===== src/design/tapid_pkg.sv =====
`timescale 1ns / 1ps
// Shared types and constants for the turn angle PID regulator.
// Word layouts, register indexes, action codes and Q2.14 gains; no dependencies.
package tapid_pkg;

	// field and path widths
	localparam int ROT_W      = 20;
	localparam int ERR_W      = 21;
	localparam int DRV_W      = 8;
	localparam int SPD_W      = 7;
	localparam int GAIN_W     = 16;
	localparam int GAIN_FRAC  = 14;
	localparam int SUM_W      = 38;
	localparam int CFG_IDX_W  = 1;
	localparam int CFG_DATA_W = 20;

	// configuration register indexes
	localparam logic [CFG_IDX_W-1:0] REG_TARGET_ANGLE = 1'd0;
	localparam logic [CFG_IDX_W-1:0] REG_MAX_SPEED    = 1'd1;

	// action codes
	localparam logic ACT_START  = 1'b0;
	localparam logic ACT_SAMPLE = 1'b1;

	// drive limits
	localparam logic [SPD_W-1:0] MAX_SPEED_RST = 7'd127;
	localparam logic [SPD_W-1:0] LIMIT_FLOOR   = 7'd50;
	localparam logic [SPD_W-1:0] MIN_DRIVE     = 7'd10;

	// gains in Q2.14
	localparam logic signed [GAIN_W-1:0] KP_BASE = 16'sd9830;
	localparam logic signed [GAIN_W-1:0] KP_NEAR = 16'sd19661;
	localparam logic signed [GAIN_W-1:0] KP_FAR  = 16'sd7864;
	localparam logic signed [7:0]        KI_Q    = 8'sd33;
	localparam logic signed [12:0]       KD_Q    = 13'sd2458;

	typedef struct packed {
		logic                    action;
		logic signed [ROT_W-1:0] rotation;
		logic                    rotation_valid;
	} tapid_in_t;

	typedef struct packed {
		logic signed [DRV_W-1:0] left_drive;
		logic signed [DRV_W-1:0] right_drive;
		logic                    done_res;
	} tapid_out_t;

	// decisions handed from the error stage to the drive stage
	typedef struct packed {
		logic force_zero;
		logic done;
	} tapid_ctl_t;

endpackage


===== src/design/tapid_err_stage.sv =====
`timescale 1ns / 1ps
// Error stage: set point, gain scheduling, integral and derivative, PID products.
// Holds the regulator state and the second pipeline register; uses tapid_pkg.
module tapid_err_stage #(
	parameter int ANGLE_FRAC_BITS = 4
) (
	input  logic                                   clk,
	input  logic                                   arst_n,
	input  logic                                   advance,
	input  logic                                   valid_s1,
	input  tapid_pkg::tapid_in_t                   item_s1,
	input  logic signed [tapid_pkg::ROT_W-1:0]     target_angle,
	input  logic [tapid_pkg::SPD_W-1:0]            max_speed,
	output tapid_pkg::tapid_ctl_t                  ctl_s2,
	output logic [tapid_pkg::SPD_W-1:0]            limit_s2,
	output logic signed [tapid_pkg::SUM_W-1:0]     p_kp_s2,
	output logic signed [tapid_pkg::SUM_W-1:0]     p_ki_s2,
	output logic signed [tapid_pkg::SUM_W-1:0]     p_kd_s2
);
	import tapid_pkg::*;

	localparam int DEG     = 1 << ANGLE_FRAC_BITS;
	localparam int INT_MAX = 100 * DEG;
	localparam int INT_W   = $clog2(INT_MAX + 1) + 1;

	localparam logic [ERR_W-1:0] ONE_DEG  = ERR_W'(DEG);
	localparam logic [ERR_W-1:0] WIND_LIM = ERR_W'(20 * DEG);
	localparam logic [ERR_W-1:0] NEAR_LIM = ERR_W'(45 * DEG);
	localparam logic [ERR_W-1:0] FAR_LIM  = ERR_W'(135 * DEG);
	localparam logic signed [INT_W-1:0] INT_HI = INT_W'(INT_MAX);
	localparam logic signed [INT_W-1:0] INT_LO = INT_W'(-INT_MAX);

	logic signed [INT_W-1:0]  integral_q;
	logic signed [ERR_W-1:0]  last_err_q;
	logic                     finished_q;

	logic signed [ERR_W-1:0]  setp;
	logic [ERR_W-1:0]         setp_abs;
	logic signed [ERR_W-1:0]  meas;
	logic signed [ERR_W:0]    diff;
	logic signed [ERR_W-1:0]  err;
	logic [ERR_W-1:0]         err_abs;
	logic                     near, far;
	logic [SPD_W-1:0]         half_speed, sched_lim, limit;
	logic signed [GAIN_W-1:0] kp;
	logic                     is_start, small_err, windup_ok;
	logic signed [INT_W:0]    int_sum;
	logic signed [INT_W-1:0]  int_clamped, integral_d;
	logic signed [ERR_W:0]    deriv;
	logic signed [GAIN_W+ERR_W-1:0] kp_prod;
	logic signed [INT_W+7:0]        ki_prod;
	logic signed [ERR_W+13:0]       kd_prod;
	tapid_ctl_t               ctl_d;

	// set point and measured angle, error saturated to its field width
	assign setp     = -{target_angle[ROT_W-1], target_angle};
	assign setp_abs = setp[ERR_W-1] ? -setp : setp;
	assign meas     = item_s1.rotation_valid ?
		{item_s1.rotation[ROT_W-1], item_s1.rotation} : '0;
	assign diff     = {setp[ERR_W-1], setp} - {meas[ERR_W-1], meas};

	always_comb begin
		if (diff[ERR_W] != diff[ERR_W-1]) begin
			err = diff[ERR_W] ? {1'b1, {(ERR_W-1){1'b0}}} : {1'b0, {(ERR_W-1){1'b1}}};
		end else begin
			err = diff[ERR_W-1:0];
		end
	end

	assign err_abs = err[ERR_W-1] ? -err : err;

	// schedule gain and drive limit from the set point magnitude
	assign near       = setp_abs <= NEAR_LIM;
	assign far        = setp_abs > FAR_LIM;
	assign half_speed = {1'b0, max_speed[SPD_W-1:1]};
	assign sched_lim  = (half_speed > LIMIT_FLOOR) ? half_speed : LIMIT_FLOOR;
	assign limit      = (near || far) ? sched_lim : max_speed;
	assign kp         = near ? KP_NEAR : (far ? KP_FAR : KP_BASE);

	// integral with reset above the windup band and clamp
	assign is_start  = item_s1.action == ACT_START;
	assign small_err = err_abs < ONE_DEG;
	assign windup_ok = err_abs <= WIND_LIM;
	assign int_sum   = {integral_q[INT_W-1], integral_q} + err[INT_W:0];

	always_comb begin
		if (int_sum > INT_HI) begin
			int_clamped = INT_HI;
		end else if (int_sum < INT_LO) begin
			int_clamped = INT_LO;
		end else begin
			int_clamped = int_sum[INT_W-1:0];
		end
	end

	assign integral_d = windup_ok ? int_clamped : '0;
	assign deriv      = {err[ERR_W-1], err} - {last_err_q[ERR_W-1], last_err_q};

	// three independent products, registered before the sum
	assign kp_prod = kp * err;
	assign ki_prod = KI_Q * integral_d;
	assign kd_prod = KD_Q * deriv;

	always_comb begin
		ctl_d.done       = !is_start && (finished_q || small_err);
		ctl_d.force_zero = is_start || ctl_d.done;
	end

	// regulator state: clear on start, hold once finished
	always_ff @(posedge clk or negedge arst_n) begin
		if (!arst_n) begin
			integral_q <= '0;
			last_err_q <= '0;
			finished_q <= 1'b0;
		end else if (advance && valid_s1) begin
			if (is_start) begin
				integral_q <= '0;
				last_err_q <= '0;
				finished_q <= 1'b0;
			end else if (!finished_q) begin
				if (small_err) begin
					finished_q <= 1'b1;
				end else begin
					integral_q <= integral_d;
					last_err_q <= err;
				end
			end
		end
	end

	// second stage payload
	always_ff @(posedge clk) begin
		if (advance) begin
			ctl_s2   <= ctl_d;
			limit_s2 <= limit;
			p_kp_s2  <= SUM_W'(kp_prod);
			p_ki_s2  <= SUM_W'(ki_prod);
			p_kd_s2  <= SUM_W'(kd_prod);
		end
	end

`ifndef SYNTHESIS
	a_integral_bounded: assert property (@(posedge clk) disable iff (!arst_n)
		integral_q <= INT_HI && integral_q >= INT_LO)
		else $error("integral outside its clamp");

	a_finished_holds: assert property (@(posedge clk) disable iff (!arst_n)
		finished_q && !(advance && valid_s1 && item_s1.action == ACT_START)
		|=> $stable(integral_q) && $stable(last_err_q) && finished_q)
		else $error("state changed while finished");
`endif

endmodule


===== src/design/tapid_drive_stage.sv =====
`timescale 1ns / 1ps
// Drive stage: PID sum, truncation toward zero, minimum magnitude and limit clamp.
// Holds the result register; uses tapid_pkg.
module tapid_drive_stage #(
	parameter int ANGLE_FRAC_BITS = 4
) (
	input  logic                               clk,
	input  logic                               advance,
	input  tapid_pkg::tapid_ctl_t              ctl_s2,
	input  logic [tapid_pkg::SPD_W-1:0]        limit_s2,
	input  logic signed [tapid_pkg::SUM_W-1:0] p_kp_s2,
	input  logic signed [tapid_pkg::SUM_W-1:0] p_ki_s2,
	input  logic signed [tapid_pkg::SUM_W-1:0] p_kd_s2,
	output tapid_pkg::tapid_out_t              drive_q
);
	import tapid_pkg::*;

	localparam int SHIFT = GAIN_FRAC + ANGLE_FRAC_BITS;

	logic signed [SUM_W-1:0] sum;
	logic [SUM_W-1:0]        sum_abs, mag_full, mag_min;
	logic                    positive;
	logic [SPD_W-1:0]        mag;
	logic signed [DRV_W-1:0] right;
	tapid_out_t              drive_d;

	// sign and magnitude of the truncated control value
	assign sum      = p_kp_s2 + p_ki_s2 + p_kd_s2;
	assign sum_abs  = sum[SUM_W-1] ? -sum : sum;
	assign mag_full = sum_abs >> SHIFT;
	assign positive = !sum[SUM_W-1] && (mag_full != '0);

	// raise to the minimum magnitude, then clamp to the limit
	assign mag_min = (mag_full < SUM_W'(MIN_DRIVE)) ? SUM_W'(MIN_DRIVE) : mag_full;
	assign mag     = (mag_min > SUM_W'(limit_s2)) ? limit_s2 : mag_min[SPD_W-1:0];
	assign right   = positive ? $signed({1'b0, mag}) : -$signed({1'b0, mag});

	always_comb begin
		drive_d.done_res = ctl_s2.done;
		if (ctl_s2.force_zero) begin
			drive_d.right_drive = '0;
			drive_d.left_drive  = '0;
		end else begin
			drive_d.right_drive = right;
			drive_d.left_drive  = -right;
		end
	end

	// result register
	always_ff @(posedge clk) begin
		if (advance) begin
			drive_q <= drive_d;
		end
	end

endmodule


===== src/design/turn_angle_pid.sv =====
`timescale 1ns / 1ps
// Turn angle PID regulator with gain scheduling and anti-windup.
// Throughput: one word per cycle while the result word is not stalled. The result word
// passes the input register, product register and result register in that order.
// A stalled result freezes the whole pipeline; the input stalls in the same cycle.
// Reset (arst_n low) clears the regulator state and valid flags, sets target 0, speed 127.
module turn_angle_pid #(
	parameter int ANGLE_FRAC_BITS = 4
) (
	input  logic                                    clk,
	input  logic                                    arst_n,
	input  logic                                    sample_valid,
	output logic                                    sample_stall,
	input  tapid_pkg::tapid_in_t                    sample,
	output logic                                    drive_valid,
	input  logic                                    drive_stall,
	output tapid_pkg::tapid_out_t                   drive,
	input  logic                                    cfg_write,
	input  logic [tapid_pkg::CFG_IDX_W-1:0]         cfg_index,
	input  logic [tapid_pkg::CFG_DATA_W-1:0]        cfg_data
);
	import tapid_pkg::*;

	logic signed [ROT_W-1:0] target_angle_q;
	logic [SPD_W-1:0]        max_speed_q;
	logic                    advance;
	logic                    valid_s1, valid_s2, drive_valid_q;
	tapid_in_t               item_s1;
	tapid_ctl_t              ctl_s2;
	logic [SPD_W-1:0]        limit_s2;
	logic signed [SUM_W-1:0] p_kp_s2, p_ki_s2, p_kd_s2;

	// configuration registers
	always_ff @(posedge clk or negedge arst_n) begin
		if (!arst_n) begin
			target_angle_q <= '0;
			max_speed_q    <= MAX_SPEED_RST;
		end else if (cfg_write) begin
			case (cfg_index)
				REG_TARGET_ANGLE: target_angle_q <= cfg_data[ROT_W-1:0];
				REG_MAX_SPEED:    max_speed_q    <= cfg_data[SPD_W-1:0];
				default: ;
			endcase
		end
	end

	// advance the pipeline unless the result word is held
	assign advance      = !(drive_valid_q && drive_stall);
	assign sample_stall = !advance;
	assign drive_valid  = drive_valid_q;

	always_ff @(posedge clk or negedge arst_n) begin
		if (!arst_n) begin
			valid_s1      <= 1'b0;
			valid_s2      <= 1'b0;
			drive_valid_q <= 1'b0;
		end else if (advance) begin
			valid_s1      <= sample_valid;
			valid_s2      <= valid_s1;
			drive_valid_q <= valid_s2;
		end
	end

	// input register
	always_ff @(posedge clk) begin
		if (advance) begin
			item_s1 <= sample;
		end
	end

	tapid_err_stage #(
		.ANGLE_FRAC_BITS(ANGLE_FRAC_BITS)
	) u_err (
		.clk         (clk),
		.arst_n      (arst_n),
		.advance     (advance),
		.valid_s1    (valid_s1),
		.item_s1     (item_s1),
		.target_angle(target_angle_q),
		.max_speed   (max_speed_q),
		.ctl_s2      (ctl_s2),
		.limit_s2    (limit_s2),
		.p_kp_s2     (p_kp_s2),
		.p_ki_s2     (p_ki_s2),
		.p_kd_s2     (p_kd_s2)
	);

	tapid_drive_stage #(
		.ANGLE_FRAC_BITS(ANGLE_FRAC_BITS)
	) u_drive (
		.clk     (clk),
		.advance (advance),
		.ctl_s2  (ctl_s2),
		.limit_s2(limit_s2),
		.p_kp_s2 (p_kp_s2),
		.p_ki_s2 (p_ki_s2),
		.p_kd_s2 (p_kd_s2),
		.drive_q (drive)
	);

`ifndef SYNTHESIS
	a_done_brakes: assert property (@(posedge clk) disable iff (!arst_n)
		drive_valid && drive.done_res |-> drive.right_drive == '0 && drive.left_drive == '0)
		else $error("drive not zero while braking");

	a_drives_opposite: assert property (@(posedge clk) disable iff (!arst_n)
		drive_valid |-> drive.left_drive == -drive.right_drive)
		else $error("left drive is not the negated right drive");
`endif

endmodule


===== config.mk =====
export PLATFORM = sky130hd
export DESIGN_NAME = turn_angle_pid
export DESIGN_NICKNAME = d
export VERILOG_FILES = /design/src/design/tapid_pkg.sv /design/src/design/tapid_err_stage.sv /design/src/design/tapid_drive_stage.sv /design/src/design/turn_angle_pid.sv
export SDC_FILE = /design/constraint.sdc
export NUM_CORES = 2
export LEC_CHECK = 0
export CAP_MARGIN = 10
export CORE_MARGIN = 2
export CORE_UTILIZATION = 50
export CTS_BUF_LIST = sky130_fd_sc_hd__clkbuf_4
export DETAILED_ROUTE_END_ITERATION = 8
export DONT_BUFFER_PORTS = 1
export PLACE_DENSITY_LB_ADDON = 0.25
export SYNTH_ARGS = -nofsm -noshare
export SYNTH_HDL_FRONTEND = slang
export SYNTH_SLANG_ARGS = --single-unit

===== constraint.sdc =====
create_clock -name clk -period 12.8 [get_ports clk]
set_clock_uncertainty 0.1 [all_clocks]
set_input_delay 2.56 -clock clk [delete_from_list [all_inputs] [get_ports clk]]
set_output_delay 2.56 -clock clk [all_outputs]
set_load 0.02 [all_outputs]

Word-level counts from Yosys, hierarchy flattened:

Index checks and enable logic that the tools add are counted.

* $mul: 3
* order comparisons: 9
* bitwise logic cells: 2
* multiplexer cells: 25
* add/subtract/negate cells: 11
* equal/unequal tests: 3
* reductions and logical operators: 13

Operators by type and width (number)
* $mux 21: 8
* $mux 12: 6
* $neg 21->21: 3
* $sub 21x21->22: 2
* $add 37x19->38: 1
* $add 38x35->38: 1
* $gt 38x7->1: 1
* $mux 38: 1
* $neg 38->38: 1
* $reduce_bool 38->1: 1
* $mul 16x21->37: 1
* $mul 12x22->34 const A: 1
* $gt 21x12->1 const B: 1
* $le 21x10->1 const B: 1
* $le 21x9->1 const B: 1
* $lt 21x5->1 const B: 1
* $lt 20x4->1 const B: 1
* $mux 20: 1
* $mul 7x12->19 const A: 1
* $mux 15: 1
* $mux 14: 1
* $mux 7: 2
* $add 13x13->13: 1
* $gt 13x12->1 const B: 1
* other kinds (15): 26

* logic and storage cells: 86
* flip-flop bits (word level): 202
* input port bits: 48

Logic depth before layout (Yosys ltp):

* depth after elaboration: 12
* mapped depth: 62
* gate-level depth less buffers: 58

Hierarchy:

From an unflattened synthesis, not the netlist that was laid out.

* cell total of the unflattened synthesis: 3514
* area, all modules: 32575.0 µm²

By module, submodules not included
* tapid_err_stage: area an instance 25525.7 µm², times used 1, cells each 2771, seq. area each 3823.7 µm²
* tapid_drive_stage: area an instance 5167.5 µm², times used 1, cells each 654, seq. area each 480.5 µm²
* turn_angle_pid: area an instance 1881.8 µm², times used 1, cells each 89, seq. area each 1420.1 µm²

Worst setup path after synthesis:

OpenSTA, ideal clock, no wires.

* kind: reg-to-reg
* start: register target_angle_q[0]
* end: register u_err.p_kd_s2[32] (netlist name), data pin
* period minus slack after synthesis: 12.685 ns
* data arrival time: 12.325 ns
* path buffers: 4
* path slack: 0.115 ns
* required time: 12.440 ns
* stages on the path, launching flop included: 60
* cell sequence: dfrtp_1 inv_1 ha_1 clkbuf_1 nor3b_1 xor2_1 inv_1 ha_1 a21boi_0 o21ai_0 a21boi_0 o41ai_1 o21bai_1 a21oi_1 o21ai_0 o21ai_0 nor2_1 o21ai_0 [24 not listed] a21boi_0 o21ai_0 a21oi_1 mux2i_1 a2111o_1 ha_1 ha_1 fa_1 inv_1 fa_1 fa_1 inv_1 ha_1 or3_1 o31ai_1 o21ai_0 a21oi_1 xor2_1

* cells in the longest elaborated chain, start to end: 6

Ends and longest elaborated chain
* start: declaration: RTL line turn_angle_pid.sv:24 `logic signed [ROT_W-1:0] target_angle_q;`
* start signal: assignment: RTL line turn_angle_pid.sv:40 `REG_TARGET_ANGLE: target_angle_q <= cfg_data[ROT_W-1:0];`
* $neg 21->21 (*): RTL line tapid_err_stage.sv:56 `assign setp = -{target_angle[ROT_W-1], target_angle};`
* $sub 21x21->22 (*): RTL line tapid_err_stage.sv:60 `assign diff = {setp[ERR_W-1], setp} - {meas[ERR_W-1], meas};`
* $mux 21 / $ne 1x1->1 (equally long branches): RTL line tapid_err_stage.sv:64, tapid_err_stage.sv:63
* $mux 21 (*): RTL line tapid_err_stage.sv:63 `if (diff[ERR_W] != diff[ERR_W-1]) begin`
* $sub 21x21->22 (*): RTL line tapid_err_stage.sv:97 `assign deriv = {err[ERR_W-1], err} - {last_err_q[ERR_W-1], last_err_q};`
* $mul 12x22->34 (*): RTL line tapid_err_stage.sv:102 `assign kd_prod = KD_Q * deriv;`
* named net u_err.kd_prod[32]: RTL line tapid_err_stage.sv:52 `logic signed [ERR_W+13:0] kd_prod;`
* end signal: assignment: RTL line tapid_err_stage.sv:138 `p_kd_s2 <= SUM_W'(kd_prod);`
* end: declaration: RTL line tapid_err_stage.sv:18 `output logic signed [tapid_pkg::SUM_W-1:0] p_kd_s2`

The timed path passes the listed nets; every way through them passes the cells marked *.
A chain may end at the register's enable or synchronous reset.

Worst setup path after layout:

* start: register target_angle_q[2]
* end: register u_err.p_kp_s2[35] (netlist name), data pin

* cells in the longest elaborated chain, start to end: 7

Ends and longest elaborated chain
* $neg 21->21 (*): RTL line tapid_err_stage.sv:56
* $neg 21->21: RTL line tapid_err_stage.sv:57 `assign setp_abs = setp[ERR_W-1] ? -setp : setp;`
* $mux 21: RTL line tapid_err_stage.sv:57
* $gt 21x12->1: RTL line tapid_err_stage.sv:74 `assign far = setp_abs > FAR_LIM;`
* $mux 14: RTL line tapid_err_stage.sv:78 `assign kp = near ? KP_NEAR : (far ? KP_FAR : KP_BASE);`
* $mux 15: RTL line tapid_err_stage.sv:78
* $mul 16x21->37 (*): RTL line tapid_err_stage.sv:100 `assign kp_prod = kp * err;`
* named net u_err.kp_prod[35]: RTL line tapid_err_stage.sv:50 `logic signed [GAIN_W+ERR_W-1:0] kp_prod;`
* end signal: assignment: RTL line tapid_err_stage.sv:136 `p_kp_s2 <= SUM_W'(kp_prod);`
* end: declaration: RTL line tapid_err_stage.sv:16 `output logic signed [tapid_pkg::SUM_W-1:0] p_kp_s2,`

Marked as above.

==> summary.txt <==
Setup path
  • Maximum fanout count along the critical path: 13
  • Type of origin of the critical path: flip-flop
  • Data arrival time of the worst path: 12580 ps
  • Maximum cell stage delay along the critical path: 580 ps
  • Slowest library cell on the worst path: or4_1
  • Crit path capture type: flip-flop
  • WS Path Type: reg2reg
  • Crit path required time: 13250 ps

Synthesis
  • Flip-flop and latch count after synthesis: 201
  • Most common flop cell mapped by yosys: edfxtp_1
  • Synth async-reset ratio: 31.8%
  • Unique cell type count in the Yosys netlist: 108
  • Share of the yosys chip area belonging to registers: 18.3%
  • Number of synthesized flops with an enable pin: 137
  • Post-Syn Instances: 3396
  • Number of warnings issued by yosys: 0
  • Cell area after technology mapping: 31400 µm²
  • Net Count, Synth: 4216
  • Average cell area after synthesis: 9.23 µm²

Route
  • Total vias in the final route: 23800
  • Total wirelength of the detailed-routed design: 80.7 mm
  • Post-route DRC violation count: 0
  • Routed wire per std cell: 18.5 µm
  • First-pass DRT Iterations: 6
  • First-iteration detailed-routing DRC count: 1593
  • Vias per inst: 5.45
  • Remaining antenna violation count after routing: 0

Global routing
  • Pin count of the biggest net entering global routing: 67
  • Overall global routing resource usage: 25.7%
  • Vias in the first global route: 24300
  • Overall overflow remaining after global route: 0
  • Initial antenna violation count: 2
  • Global-route wire length before repair: 130 mm

Die
  • # rows: 91
  • Number of I/O pins: 67
  • Die area: 64700 µm²
  • Core outline area: 61800 µm²
  • Chip Height: 254 µm
  • Initial standard-cell utilization of the core: 50.7%
  • Width of the die: 254 µm

Placement
  • Post-Place Setup Slack: 25.5 ps
  • Count of input and output buffers: 0
  • Post-placement cell count: 4256
  • Instance area after placement: 32800 µm²
  • Weighted congestion reported at the end of routability-driven placement: 0.996
  • Detailed-placement wirelength estimate: 69.3 mm

Clock network
  • Total number of clock tree sinks: 201
  • Worst-Skew Late Latency: 790 ps
  • Number of buffers created by CTS: 56
  • Maximum level of the CTS H-tree: 2
  • Register clock-pin slew on the reported worst setup and hold paths: 80 ps
  • Clock tree buffer depth: 3
  • Root Driver: clkbuf_4
  • Clock tree from TritonCTS: yes

Timing
  • Highest clock rate: 0.0824 GHz
  • Shortest clock period the worst path allows after layout: 12130 ps
  • Post-route setup slack: 667 ps
  • Number of pins with negative max-slew slack in the final report: 0
  • Tightest slew margin relative to the limit: 22.7%
  • Final hold violation count: 0
  • Count of endpoints failing setup in the final report: 0
  • Final cycle utilization of the critical path: 94.8%
  • Transition at the pin with the smallest max-transition slack: 1160 ps

Final layout
  • Most common library cell in the layout ignoring fill and taps: inv_1
  • Leading cell types in the layout, fill and taps excluded: inv_1, fa_1, ha_1, nor2_1, nand2_1
  • Area of all placed cells without fillers: 33900 µm²
  • # nets final: 4304
  • Final core utilization: 54.8%
  • Fraction of layout instances using a drive strength above 1: 9.20%
  • Cell Count, Final, Fillers Out: 4371
  • Area growth from synthesis to layout: 8.11%

Min path
  • Worst hold path class: reg2reg

Outcome
  • Result of the run: completed

Job
  • Maximum Capacitance Violations: 0
[registers in the layout, summed over array words and instances, names as in the netlist, 2 cells and up]
register / count
u_err.ctl_s2: 2
u_err.integral_q: 12
u_drive.drive_q: 16
u_err.p_ki_s2: 19
u_err.last_err_q: 21
u_err.limit_s2: 7
u_err.p_kd_s2: 34
item_s1: 22
u_err.p_kp_s2: 37
max_speed_q: 7
target_angle_q: 20
[area by class of cell]
cell class	count	area (µm²)
tap	837	1050
timing repair buffer	102	766
fill	5579	27900
sequential	201	5720
multi-input combinational	2406	22800
inverter	717	2690
antenna	2	5.00
clock buffer	67	503
clock inverter	39	342
[cell usage after synthesis (10+ instances only)]
cell / number / area, µm²
inv_1: 714 / 2680
fa_1: 407 / 8150
ha_1: 365 / 4570
nor2_1: 268 / 1010
nand2_1: 205 / 769
a21oi_1: 138 / 691
edfxtp_1: 137 / 4110
o21ai_0: 114 / 571
xnor2_1: 106 / 928
nor3_1: 67 / 335
clkbuf_1: 59 / 221
dfrtp_1: 57 / 1430
nand3_1: 56 / 280
xor2_1: 44 / 385
a21o_1: 41 / 308
o22ai_1: 30 / 188
mux2_2: 29 / 327
nand2b_1: 29 / 181
nor2b_1: 28 / 175
o21a_1: 28 / 210
nand4_1: 27 / 169
o21bai_1: 27 / 203
or3_1: 27 / 169
a21boi_0: 24 / 180
or2_2: 24 / 150
o31ai_1: 21 / 158
a31oi_1: 20 / 125
and2_1: 18 / 113
and3_1: 18 / 113
o211ai_1: 17 / 128
a211oi_1: 16 / 120
nor4_1: 14 / 87.6
a211o_1: 12 / 105
nor3b_1: 11 / 82.6
a2111oi_0: 10 / 87.6
o21ai_1: 10 / 50.1
[stage by stage]
stage	hold slack [ps]	setup TNS (ps)
finish	346	0
global route	355	-131
CTS	340	0
detailed placement	321	0
global placement	326	0
floorplan	300	0
[layer usage]
layer / vias to the layer above / share of wire (%) / GRT usage [%]
met4: 2 / 4.6 / 10.9
met5: - / 0.011 / 0
li1: 11500 / - / -
met1: 11500 / 44 / 34.6
met2: 669 / 45 / 41.7
met3: 173 / 5.4 / 3.60
[what timing repair did]
item                       in CTS  in global routing
setup buffers                   0                  7
cloned                          0                  0
setup endpoints to repair       5                 30
hold buffers                    0                  0
pin swaps                       0                 12
hold endpoints to repair        0                  0
gates resized for setup         1                 59
[path summary, 6_finish.rpt]
kind / cells after the start / slack, ps / start / end
max reg2reg: 51 / 670 / target_angle_q[2] / u_err.p_kp_s2[35]
min in group asynchronous: 0 / 1370 / arst_n / target_angle_q[7]
min reg2reg: 0 / 350 / u_err.ctl_s2[0] / u_drive.drive_q[0]
min: 0 / 350 / u_err.ctl_s2[0] / u_drive.drive_q[0]
max: 51 / 670 / target_angle_q[2] / u_err.p_kp_s2[35]
max in group asynchronous: 0 / 11010 / arst_n / drive_valid
[kinds of logic after synthesis]
kind of cell | count (synthesis) | share of synthesized area (%)
adder cells (fa/ha/maj) | 773 | 40.6
AO/OA/AOI/OAI | 609 | 13.1
AND/OR/NAND/NOR | 837 | 13.0
buffers and inverters | 789 | 9.64
multiplexers | 37 | 1.30
XOR/XNOR | 150 | 4.19
flip-flops | 201 | 18.3
[worst max-delay path, delay by kind of cell, from the launching register on]
kind / cells / cell delay, ps
fa+ha+maj: 9 / 3650
xor+xnor: 2 / 270
flops: 1 / 500
simple gates: 11 / 2440
compound gates: 17 / 3410
buf+inv: 12 / 1490
Power is left out: the tool's default activity adds up to more than one toggle a clock period on the data nets, which glitch-free logic cannot reach.
